## src/design/hai_pkg.sv

```systemverilog
// Shared types and constants for the Hall angle interpolator.
package hai_pkg;

  // Angle and counter resolution; a full turn is 2^ANGLE_BITS.
  localparam int ANGLE_BITS = 32;
  localparam int COUNT_BITS = 16;
  localparam int SPEED_BITS = 32;
  localparam int DT_BITS    = 16;
  localparam int SECTOR_BITS = 3;
  localparam int NUM_SECTORS = 6;

  // One sector is floor(turn / 6).
  localparam longint unsigned SECTOR_WIDTH = (64'd1 << ANGLE_BITS) / NUM_SECTORS;
  localparam int TRAVEL_BITS = $clog2(SECTOR_WIDTH + 1);
  localparam int PROD_BITS   = SPEED_BITS + DT_BITS;
  localparam int SUM_BITS    = PROD_BITS + 1;

  // Stream payload widths.
  localparam int IN_DATA_BITS  = 104;
  localparam int IN_USER_BITS  = 6;
  localparam int OUT_DATA_BITS = 64;
  localparam int OUT_USER_BITS = 7;

  typedef enum logic [1:0] {
    STATUS_OK      = 2'd0,
    STATUS_BAD_OBS = 2'd1,
    STATUS_BAD_ARG = 2'd2
  } status_e;

  // Driver validity flags, bit order matches the input tuser.
  typedef struct packed {
    logic timed_out;
    logic from_edge;
    logic speed_valid;
    logic angle_valid;
    logic direction_valid;
    logic state_valid;
  } obs_flags_t;

  typedef struct packed {
    logic [SECTOR_BITS-1:0] sector;
    logic [ANGLE_BITS-1:0]  edge_angle;
    logic [SPEED_BITS-1:0]  speed;
    logic [COUNT_BITS-1:0]  edge_count;
    logic [DT_BITS-1:0]     elapsed_us;
    obs_flags_t             flags;
  } obs_t;

  typedef struct packed {
    logic timeout;
    logic limited;
    logic edge_ref;
    logic speed_ok;
    logic angle_ok;
  } out_flags_t;

  typedef struct packed {
    logic [ANGLE_BITS-1:0]  est_angle;
    logic [SPEED_BITS-1:0]  held_speed;
    out_flags_t             flags;
    logic [ANGLE_BITS-1:0]  ref_angle;
    logic [TRAVEL_BITS-1:0] travel;
    logic [COUNT_BITS-1:0]  prev_count;
    logic [SECTOR_BITS-1:0] prev_sector;
    obs_flags_t             prev_flags;
    logic                   seen_any;
  } est_state_t;

  // No observation seen yet: everything clear, previous sector out of range.
  localparam est_state_t EST_STATE_RESET = '{
    est_angle:   '0,
    held_speed:  '0,
    flags:       '0,
    ref_angle:   '0,
    travel:      '0,
    prev_count:  '0,
    prev_sector: '1,
    prev_flags:  '0,
    seen_any:    1'b0
  };

  typedef struct packed {
    status_e               status;
    logic [ANGLE_BITS-1:0] angle_out;
    logic [SPEED_BITS-1:0] speed_out;
    out_flags_t            flags;
  } res_t;

endpackage

```

## src/design/hai_step.sv

```systemverilog
// Next-state and result logic for one Hall observation.
module hai_step (
  input  hai_pkg::obs_t       obs_i,
  input  hai_pkg::est_state_t state_i,
  output hai_pkg::est_state_t state_o,
  output hai_pkg::res_t       res_o
);
  import hai_pkg::*;

  logic                   first;
  logic                   new_edge;
  logic                   is_new;
  logic                   contract_bad;
  logic                   can_integrate;
  logic                   neg;
  logic [SPEED_BITS-1:0]  mag;
  logic [PROD_BITS-1:0]   prod;
  logic [SUM_BITS-1:0]    sum;
  logic                   clamp;
  logic [TRAVEL_BITS-1:0] travel_next;
  logic                   sync;
  obs_flags_t             f;
  status_e                status;
  est_state_t             nxt;

  assign f        = obs_i.flags;
  assign first    = !state_i.seen_any;
  assign new_edge = !first && (obs_i.edge_count != state_i.prev_count);
  assign is_new   = first || new_edge || (obs_i.sector != state_i.prev_sector) ||
                    (f != state_i.prev_flags);

  assign contract_bad =
      (f.state_valid && (obs_i.sector >= SECTOR_BITS'(NUM_SECTORS))) ||
      (f.angle_valid && !f.state_valid) ||
      (f.speed_valid && (!f.state_valid || !f.angle_valid)) ||
      (f.direction_valid && !f.state_valid) ||
      (f.from_edge && (!f.state_valid || !f.direction_valid || !f.angle_valid)) ||
      (new_edge && !f.from_edge);

  assign can_integrate = state_i.flags.angle_ok && state_i.flags.speed_ok &&
                         state_i.flags.edge_ref && !state_i.flags.timeout;

  // Travel since the last edge: |speed| * dt, saturated at one sector.
  assign neg   = state_i.held_speed[SPEED_BITS-1];
  assign mag   = neg ? (~state_i.held_speed + SPEED_BITS'(1)) : state_i.held_speed;
  assign prod  = PROD_BITS'(mag) * PROD_BITS'(obs_i.elapsed_us);
  assign sum   = SUM_BITS'(prod) + SUM_BITS'(state_i.travel);
  assign clamp = sum >= SUM_BITS'(SECTOR_WIDTH);
  assign travel_next = clamp ? TRAVEL_BITS'(SECTOR_WIDTH) : sum[TRAVEL_BITS-1:0];

  assign sync = first || new_edge || !f.from_edge || !state_i.flags.angle_ok;

  always_comb begin
    nxt    = state_i;
    status = STATUS_OK;
    if (obs_i.elapsed_us == '0) begin
      status = STATUS_BAD_ARG;
    end else if (!is_new) begin
      if (can_integrate) begin
        nxt.flags.limited = clamp;
        nxt.travel        = travel_next;
        if (state_i.held_speed == '0) begin
          nxt.est_angle = state_i.ref_angle;
        end else if (neg) begin
          nxt.est_angle = state_i.ref_angle - ANGLE_BITS'(travel_next);
        end else begin
          nxt.est_angle = state_i.ref_angle + ANGLE_BITS'(travel_next);
        end
      end
    end else if (contract_bad) begin
      status = STATUS_BAD_OBS;
    end else begin
      nxt.flags.timeout = f.timed_out;
      if (!f.state_valid || !f.angle_valid) begin
        nxt.held_speed     = '0;
        nxt.flags.angle_ok = 1'b0;
        nxt.flags.speed_ok = 1'b0;
        nxt.flags.edge_ref = 1'b0;
        nxt.flags.limited  = 1'b0;
        nxt.ref_angle      = '0;
        nxt.travel         = '0;
      end else begin
        nxt.held_speed     = f.speed_valid ? obs_i.speed : '0;
        nxt.flags.speed_ok = f.speed_valid;
        if (sync) begin
          nxt.est_angle      = obs_i.edge_angle;
          nxt.flags.angle_ok = 1'b1;
          nxt.flags.edge_ref = f.from_edge;
          nxt.flags.limited  = 1'b0;
          nxt.ref_angle      = obs_i.edge_angle;
          nxt.travel         = '0;
        end
      end
      nxt.prev_count  = obs_i.edge_count;
      nxt.prev_sector = obs_i.sector;
      nxt.prev_flags  = f;
      nxt.seen_any    = 1'b1;
    end
  end

  assign state_o         = nxt;
  assign res_o.status    = status;
  assign res_o.angle_out = nxt.est_angle;
  assign res_o.speed_out = nxt.held_speed;
  assign res_o.flags     = nxt.flags;

endmodule

```

## src/design/hall_angle_interpolator.sv

```systemverilog
// Top level of the Hall angle interpolator: stream ports, input, state and result registers.
//
// Hall angle interpolator. Each input item is one observation from a Hall
// sensor driver (sector, edge angle, signed speed, edge count, elapsed time
// and six driver flags); each item yields exactly one result item carrying a
// status, the estimated electrical angle, the held speed and five flags.
// Angles are unsigned fractions of a turn (2^32 = one turn); speed is signed
// in 2^-32 turn per microsecond. When an observation repeats the previous
// one, the angle is advanced from the last edge reference by |speed| times
// elapsed_us, clamped at one sector (floor(2^32/6)), with sector_limited set
// while clamped. A new or changed observation is checked for consistency and
// then re-syncs the angle, updates or drops the speed, or clears the outputs.
// Status 2 flags zero elapsed time, status 1 an inconsistent observation; on
// either error the held outputs are returned unchanged. Throughput is one
// item per clock while the output is not stalled: an item is registered on
// input, then one pass of the 32x16 travel multiply, clamp and wrap updates
// the estimator state and the result register, so a result passes the input
// and result registers (two register stages). The input register keeps
// accepting while a result waits; back-pressure on the output stalls the
// input only once both registers are full. Reset brings the estimator to
// the no-observation state.
module hall_angle_interpolator (
  input  logic                              clk_i,
  input  logic                              rst_ni,
  // tdata: sector[2:0], edge_angle[34:3], speed[66:35], edge_count[82:67],
  //        elapsed_us[98:83], zero fill[103:99]
  input  logic [hai_pkg::IN_DATA_BITS-1:0]  s_axis_tdata,
  // tuser: state_valid, direction_valid, angle_valid, speed_valid,
  //        from_edge, timed_out (bit 0 up)
  input  logic [hai_pkg::IN_USER_BITS-1:0]  s_axis_tuser,
  input  logic                              s_axis_tvalid,
  output logic                              s_axis_tready,
  // tdata: angle_out[31:0], speed_out[63:32]
  output logic [hai_pkg::OUT_DATA_BITS-1:0] m_axis_tdata,
  // tuser: status[1:0], angle_ok, speed_ok, edge_ref, sector_limited,
  //        timeout_out (bit 2 up)
  output logic [hai_pkg::OUT_USER_BITS-1:0] m_axis_tuser,
  output logic                              m_axis_tvalid,
  input  logic                              m_axis_tready
);
  import hai_pkg::*;

  obs_t       obs_in;
  obs_t       in_q;
  logic       in_valid_q;
  logic       in_valid_d;
  logic       in_take;
  logic       advance;
  logic       fire;
  est_state_t state_q;
  est_state_t state_d;
  res_t       res;
  res_t       out_q;
  logic       out_valid_q;
  logic       out_valid_d;

  // Unpack the stream payload into the observation fields.
  assign obs_in.sector     = s_axis_tdata[2:0];
  assign obs_in.edge_angle = s_axis_tdata[34:3];
  assign obs_in.speed      = s_axis_tdata[66:35];
  assign obs_in.edge_count = s_axis_tdata[82:67];
  assign obs_in.elapsed_us = s_axis_tdata[98:83];
  assign obs_in.flags      = obs_flags_t'(s_axis_tuser);

  // Advance when the result register is empty or being drained.
  assign advance       = !out_valid_q || m_axis_tready;
  assign fire          = in_valid_q && advance;
  assign s_axis_tready = !in_valid_q || fire;
  assign in_take       = s_axis_tvalid && s_axis_tready;

  always_comb begin
    in_valid_d = in_valid_q;
    if (in_take) begin
      in_valid_d = 1'b1;
    end else if (fire) begin
      in_valid_d = 1'b0;
    end
  end

  always_comb begin
    out_valid_d = out_valid_q;
    if (fire) begin
      out_valid_d = 1'b1;
    end else if (m_axis_tready) begin
      out_valid_d = 1'b0;
    end
  end

  hai_step u_step (
    .obs_i   (in_q),
    .state_i (state_q),
    .state_o (state_d),
    .res_o   (res)
  );

  // Control state and estimator state.
  always_ff @(posedge clk_i or negedge rst_ni) begin
    if (!rst_ni) begin
      in_valid_q  <= 1'b0;
      out_valid_q <= 1'b0;
      state_q     <= EST_STATE_RESET;
    end else begin
      in_valid_q  <= in_valid_d;
      out_valid_q <= out_valid_d;
      if (fire) begin
        state_q <= state_d;
      end
    end
  end

  // Payload registers: hold until the next transfer.
  always_ff @(posedge clk_i) begin
    if (in_take) begin
      in_q <= obs_in;
    end
    if (fire) begin
      out_q <= res;
    end
  end

  assign m_axis_tvalid = out_valid_q;
  assign m_axis_tdata  = {out_q.speed_out, out_q.angle_out};
  assign m_axis_tuser  = {out_q.flags, out_q.status};

endmodule

```

## config.mk

```make
export PLATFORM = sky130hd
export DESIGN_NAME = hall_angle_interpolator
export DESIGN_NICKNAME = d
export VERILOG_FILES = /design/src/design/hai_pkg.sv /design/src/design/hai_step.sv /design/src/design/hall_angle_interpolator.sv
export SDC_FILE = /design/constraint.sdc
export NUM_CORES = 2
export LEC_CHECK = 0
export BUFFER_PORTS_ARGS = -buffer_cell sky130_fd_sc_hd__buf_2
export CAP_MARGIN = 15
export CORE_UTILIZATION = 40
export CTS_CLUSTER_SIZE = 12
export DETAILED_ROUTE_END_ITERATION = 8
export PLACE_DENSITY = 0.67
export SYNTH_ARGS = -nofsm -noshare
export SYNTH_HDL_FRONTEND = slang
export SYNTH_HIERARCHICAL = 1
export SYNTH_SLANG_ARGS = --single-unit
```

## constraint.sdc

```tcl
create_clock -name clk_i -period 22.2 [get_ports clk_i]
set_input_delay 4.44 -clock clk_i [delete_from_list [all_inputs] [get_ports clk_i]]
set_output_delay 4.44 -clock clk_i [all_outputs]
set_load 0.05 [all_outputs]
```

* Word-level counts from Yosys, hierarchy flattened *
Index checks and enable logic that the tools add are counted.
Widths: inputs -> output; s select.

cells by class
  $add $sub $neg = 4
  multipliers = 1
  magnitude comparators = 2
  eq/ne operators = 5
  multiplexer cells = 28
  bitwise logic cells = 4
  reduce and logical (&&, ||, !) cells = 46

operators with widths
  cell                   number
  $mux 157               2
  $mux 32                9
  $mux 30                3
  $mux 66                1
  $mux 63                1
  $add 48x30->49         1
  $ge 49x30->1 const B   1
  $mul 32x16->48         1
  $mux 35                1
  $mux 33                1
  $add 32x1->32 const B  1
  $add 32x30->32         1
  $logic_not 32->1       1
  $not 32->32            1
  $sub 32x30->32         1
  $mux 26                1
  $logic_not 16->1       1
  $ne 16x16->1           1
  $logic_or 1x1->1       15
  $logic_and 1x1->1      12
  $reduce_and 5->1       2
  $logic_not 1->1        9
  $reduce_bool 2->1      4
  $mux 1                 7
  9 further kinds        12

storage, ports and cells
  flip-flop bits (word level) = 335
  input bits = 114
  output and inout port bits = 73
  logic and storage cells = 130

* Longest topological paths before layout *
  depth after elaboration = 13
  mapped depth = 63
  mapped depth without buffers = 60

* Cells and area by module *
The synthesis kept the hierarchy.

modules (own cells, without submodules)
  module                   times used  cells an instance  area an instance (µm²)  seq. area each (µm²)
  hai_step                 1           3,134              24,355.9                0.0
  hall_angle_interpolator  1           516                11,746.3                9,267.6

* Least setup slack after synthesis *
No wires, ideal clock.

  kind = reg2reg
  start = reg state_q[98] (netlist bit)
  end = reg state_q[156] (netlist bit)
  library setup time = 0.125 ns
  arrival time = 13.923 ns
  data required time = 22.075 ns
  path slack = 8.152 ns
  stages on the path, launching flop included = 60
  path buffers = 3
  period minus slack after synthesis = 14.048 ns
  cell sequence = dfrtp_1 nor4_1 nand2_1 or4_1 or4_1 or3_1 o31ai_1 xnor2_1 clkbuf_1 nand2_1 fa_1 inv_1 fa_1 fa_1 fa_1 fa_1 inv_1 fa_1 [... 24 more ...] nor3_1 a21o_1 a22o_1 ha_1 inv_1 o21ai_0 a21oi_1 o21a_1 o21ai_0 a41oi_1 a21oi_1 a31oi_1 mux2i_1 xor2_1 a311o_1 nand3_1 buf_4 mux2_2

RTL lines
  element                 RTL line                        text
  start, declared         hall_angle_interpolator.sv:50   est_state_t state_q;
  start signal, assigned  hall_angle_interpolator.sv:106  state_q <= state_d;

==> flow_summary.html <==
<table>
<tr><th>Metric</th><th>Value</th></tr>
<tr><th colspan="2">Drt</th></tr>
<tr><td>Via count</td><td>26000</td></tr>
<tr><td>Initial DRC Count</td><td>1529</td></tr>
<tr><td>Routed Wire Length</td><td>89700 um</td></tr>
<tr><td>Initial DRT Pass Iterations</td><td>5</td></tr>
<tr><td>Detailed-route DRC error count</td><td>0</td></tr>
<tr><td>Remaining antenna violation count</td><td>0</td></tr>
<tr><td>Number of vias per cell</td><td>5.33</td></tr>
<tr><td>WL/cell</td><td>18.4 um</td></tr>
<tr><th colspan="2">STA</th></tr>
<tr><td>Post-layout minimum cycle time</td><td>16530 ps</td></tr>
<tr><td>Period utilization</td><td>74.5%</td></tr>
<tr><td>Fmax achieved</td><td>60.5 MHz</td></tr>
<tr><td>Final setup viols</td><td>0</td></tr>
<tr><td>Final setup TNS</td><td>0 ps</td></tr>
<tr><td>Slew margin rel.</td><td>26.7%</td></tr>
<tr><td>Unrepaired setup endpoints after global routing</td><td>false</td></tr>
<tr><td>Transition time at the pin with the least slew margin</td><td>1090 ps</td></tr>
<tr><td>Layout Skew</td><td>26.5 ps</td></tr>
<tr><td>Number of pins exceeding their max-slew limit in the final report</td><td>0</td></tr>
<tr><td>Hold_ws</td><td>503 ps</td></tr>
<tr><td>Count of endpoints failing hold in the final timing report</td><td>0</td></tr>
<tr><th colspan="2">Critical path</th></tr>
<tr><td>Critical Path Source</td><td>state_q[97]</td></tr>
<tr><td>Worst setup SP type</td><td>register</td></tr>
<tr><td>Crit path required time</td><td>22650 ps</td></tr>
<tr><td>Highest fanout seen on the critical path</td><td>62</td></tr>
<tr><td>Longest individual stage delay on the worst path</td><td>680 ps</td></tr>
<tr><td>Delay-heaviest family, CP</td><td>simple AND/OR/NAND/NOR gates</td></tr>
<tr><td>Critical path capture point type</td><td>register</td></tr>
<tr><td>Worst Setup Path Type</td><td>reg2reg</td></tr>
<tr><td>Data arrival time of the worst path</td><td>16990 ps</td></tr>
<tr><td>Sum of buffers and inverters on the critical path</td><td>8</td></tr>
<tr><td>Critical-path cell with the highest stage delay</td><td>sky130_fd_sc_hd__nor4_1</td></tr>
<tr><td>Worst reg-to-reg setup slack</td><td>5670 ps</td></tr>
<tr><td>Reg-to-reg startpoint</td><td>state_q[97]</td></tr>
<tr><th colspan="2">Die</th></tr>
<tr><td>Boundary pin count</td><td>187</td></tr>
<tr><td>Rows</td><td>109</td></tr>
<tr><td>Die Outline Area</td><td>0.0915 sq mm</td></tr>
<tr><td>Starting density of the core</td><td>40.6%</td></tr>
<tr><td>Chip height</td><td>302 um</td></tr>
<tr><td>Horizontal extent of the die</td><td>302 um</td></tr>
<tr><td>Core Footprint</td><td>0.0889 sq mm</td></tr>
<tr><th colspan="2">Global route</th></tr>
<tr><td>GRT Residual Overflow</td><td>0</td></tr>
<tr><td>Largest net degree at the start of global routing</td><td>67</td></tr>
<tr><td>Initial antenna violation count</td><td>4</td></tr>
<tr><td>First-pass GRT wire length</td><td>146000 um</td></tr>
<tr><td>Vias in the first global route</td><td>26700</td></tr>
<tr><td>Total routing usage reported by global routing</td><td>20.1%</td></tr>
<tr><th colspan="2">Clocking</th></tr>
<tr><td>Clock slew at the register clock pins of the worst setup and hold paths</td><td>60 ps</td></tr>
<tr><td>Cts repair resizes</td><td>0</td></tr>
<tr><td>Buffers inserted during post-CTS setup optimization</td><td>0</td></tr>
<tr><td>Clock latency at the later pin of the worst-skew pair</td><td>580 ps</td></tr>
<tr><td>CTS tree</td><td>done</td></tr>
<tr><td>Count of hold buffers inserted by post-cts repair</td><td>0</td></tr>
<tr><td>Buffers from clock root to sink, at most</td><td>3</td></tr>
<tr><td># clock sinks</td><td>335</td></tr>
<tr><td>Htree depth</td><td>2</td></tr>
<tr><td>Num CTS Buffers</td><td>38</td></tr>
<tr><td>Root buffer cell</td><td>sky130_fd_sc_hd__clkbuf_16</td></tr>
<tr><th colspan="2">Logic synthesis</th></tr>
<tr><td>Largest cells by area after synthesis</td><td>sky130_fd_sc_hd__fa_1, sky130_fd_sc_hd__edfxtp_1, sky130_fd_sc_hd__dfrtp_1</td></tr>
<tr><td>Dominant synthesized flop cell</td><td>sky130_fd_sc_hd__edfxtp_1</td></tr>
<tr><td>Yosys warning total</td><td>6</td></tr>
<tr><td>Area share of the largest cell type after synthesis</td><td>25.0%</td></tr>
<tr><td>Number of different library cells in the post-synthesis netlist</td><td>88</td></tr>
<tr><td>Synthesized instance count</td><td>3650</td></tr>
<tr><td>Cell type contributing the most total cell area after synthesis</td><td>sky130_fd_sc_hd__fa_1</td></tr>
<tr><td>Sequential cell area fraction in the yosys report</td><td>25.7%</td></tr>
<tr><td>Number of synthesized register bits</td><td>335</td></tr>
<tr><td>EDFF count, synth</td><td>176</td></tr>
<tr><td>Mean cell area of the mapped netlist</td><td>9.89 sq um</td></tr>
<tr><td>Most common cell in the netlist</td><td>sky130_fd_sc_hd__nand2_1</td></tr>
<tr><td>Combined area of all synthesized cells</td><td>0.0361 sq mm</td></tr>
<tr><td>Commonest cells in the synthesized netlist</td><td>sky130_fd_sc_hd__nand2_1, sky130_fd_sc_hd__inv_1, sky130_fd_sc_hd__fa_1, sky130_fd_sc_hd__and2_1, sky130_fd_sc_hd__edfxtp_1</td></tr>
<tr><td>Fraction of registers with async set/reset</td><td>47.5%</td></tr>
<tr><td>Net count after synthesis</td><td>4375</td></tr>
<tr><th colspan="2">Cells and area</th></tr>
<tr><td>Number of nets in the layout</td><td>4415</td></tr>
<tr><td>Fraction of layout cells with a size suffix above 1</td><td>13.7%</td></tr>
<tr><td>Fin area</td><td>0.0389 sq mm</td></tr>
<tr><td>Area added between synthesis and finish</td><td>7.72%</td></tr>
<tr><th colspan="2">Min path</th></tr>
<tr><td>Hold wc startpoint</td><td>in_valid_q</td></tr>
<tr><td>Min-delay worst type</td><td>reg2reg</td></tr>
<tr><th colspan="2">Run</th></tr>
<tr><td>Max-capacitance violation count</td><td>0</td></tr>
<tr><th colspan="2">Run status</th></tr>
<tr><td>Result of the run</td><td>completed</td></tr>
<tr><th colspan="2">Placement</th></tr>
<tr><td>Routability cong.</td><td>0.892</td></tr>
<tr><td>Estimated wirelength of the detail-placed design</td><td>67400 um</td></tr>
<tr><td>Total cell area at the placement stage</td><td>0.0376 sq mm</td></tr>
<tr><td>IO Port Bufs</td><td>181</td></tr>
</table>
## area by class of cell
type                            instances  area [sq um]
Multi-Input combinational cell       2577         23700
Antenna cell                            1          2.50
Clock buffer                           57          1060
Fill cell                            8557         50000
Inverter                              488          1830
Sequential cell                       335          9270
Tap cell                             1165          1460
Timing Repair Buffer                  250          1440
Clock inverter                         11           173
## cells in the final DEF (no fill, tap or decap), types with 16 or more instances in the layout
master                        n
sky130_fd_sc_hd__mux2_2      46
sky130_fd_sc_hd__nor3_1      35
sky130_fd_sc_hd__and2_1     221
sky130_fd_sc_hd__a21oi_1    137
sky130_fd_sc_hd__nor4_1      20
sky130_fd_sc_hd__nand2_1    526
sky130_fd_sc_hd__a21o_1      52
sky130_fd_sc_hd__buf_2      180
sky130_fd_sc_hd__o22ai_1     22
sky130_fd_sc_hd__a31oi_1     17
sky130_fd_sc_hd__mux2i_1     16
sky130_fd_sc_hd__nand2b_1    26
sky130_fd_sc_hd__a22oi_1     19
sky130_fd_sc_hd__inv_1      487
sky130_fd_sc_hd__o21bai_1    16
sky130_fd_sc_hd__clkbuf_16   38
sky130_fd_sc_hd__xnor2_1     76
sky130_fd_sc_hd__nand4_1     30
sky130_fd_sc_hd__mux2_4     119
sky130_fd_sc_hd__buf_4       68
sky130_fd_sc_hd__dfrtp_1    155
sky130_fd_sc_hd__a22o_1      84
sky130_fd_sc_hd__fa_1       450
sky130_fd_sc_hd__nor2_1     125
sky130_fd_sc_hd__or3_1       19
sky130_fd_sc_hd__edfxtp_1   176
sky130_fd_sc_hd__ha_1       161
sky130_fd_sc_hd__nand3_1     37
sky130_fd_sc_hd__o21ai_0    100
sky130_fd_sc_hd__xor2_1      35
## routing by layer
| layer | vias up | wire [um] | track usage (%) |
|---|---|---|---|
| li1 | 12000 | - | - |
| met1 | 13200 | 40900 | 28.3 |
| met2 | 729 | 41200 | 32.1 |
| met3 | 99 | 5940 | 3.69 |
| met4 | 6 | 1560 | 4.57 |
| met5 | - | 41 | 0 |
## flip-flops by register name, indices dropped and copies added (netlist names)
register / flops
m_axis_tuser: 7
in_valid_q: 1
state_q: 157
m_axis_tvalid: 1
in_q: 105
m_axis_tdata: 64
## per-stage QoR
step,std cells,util [%],setup WS (ps)
final,4884,43.7,5670
after floorplan,3650,-,8150
after detailed placement,4814,42.3,5850
after global placement,4813,42.3,5980
after global routing,4883,43.7,4740
after CTS,4882,43.7,5780
## path summary, 6_finish.rpt
check | cells after the start | end
setup / recovery | 59 | state_q[156]
hold / removal | 1 | m_axis_tvalid
setup reg to reg | 59 | state_q[156]
hold reg to reg | 1 | m_axis_tvalid
max in group asynchronous | 3 | state_q[124]
min in group asynchronous | 1 | state_q[56]
## cell families after synthesis
| family | share of synthesized area [%] |
|---|---|
| and+or+nand+nor | 14.6 |
| buffers and inverters | 8.97 |
| adders and majority gates | 30.5 |
| AOI/OAI and AO/OA | 10.6 |
| DFF | 25.7 |
| muxes | 6.83 |
| xor gates and xnor gates | 2.81 |
Power is not shown: default switching activity piles up to over one toggle a cycle in this logic, so the estimate is an artifact.
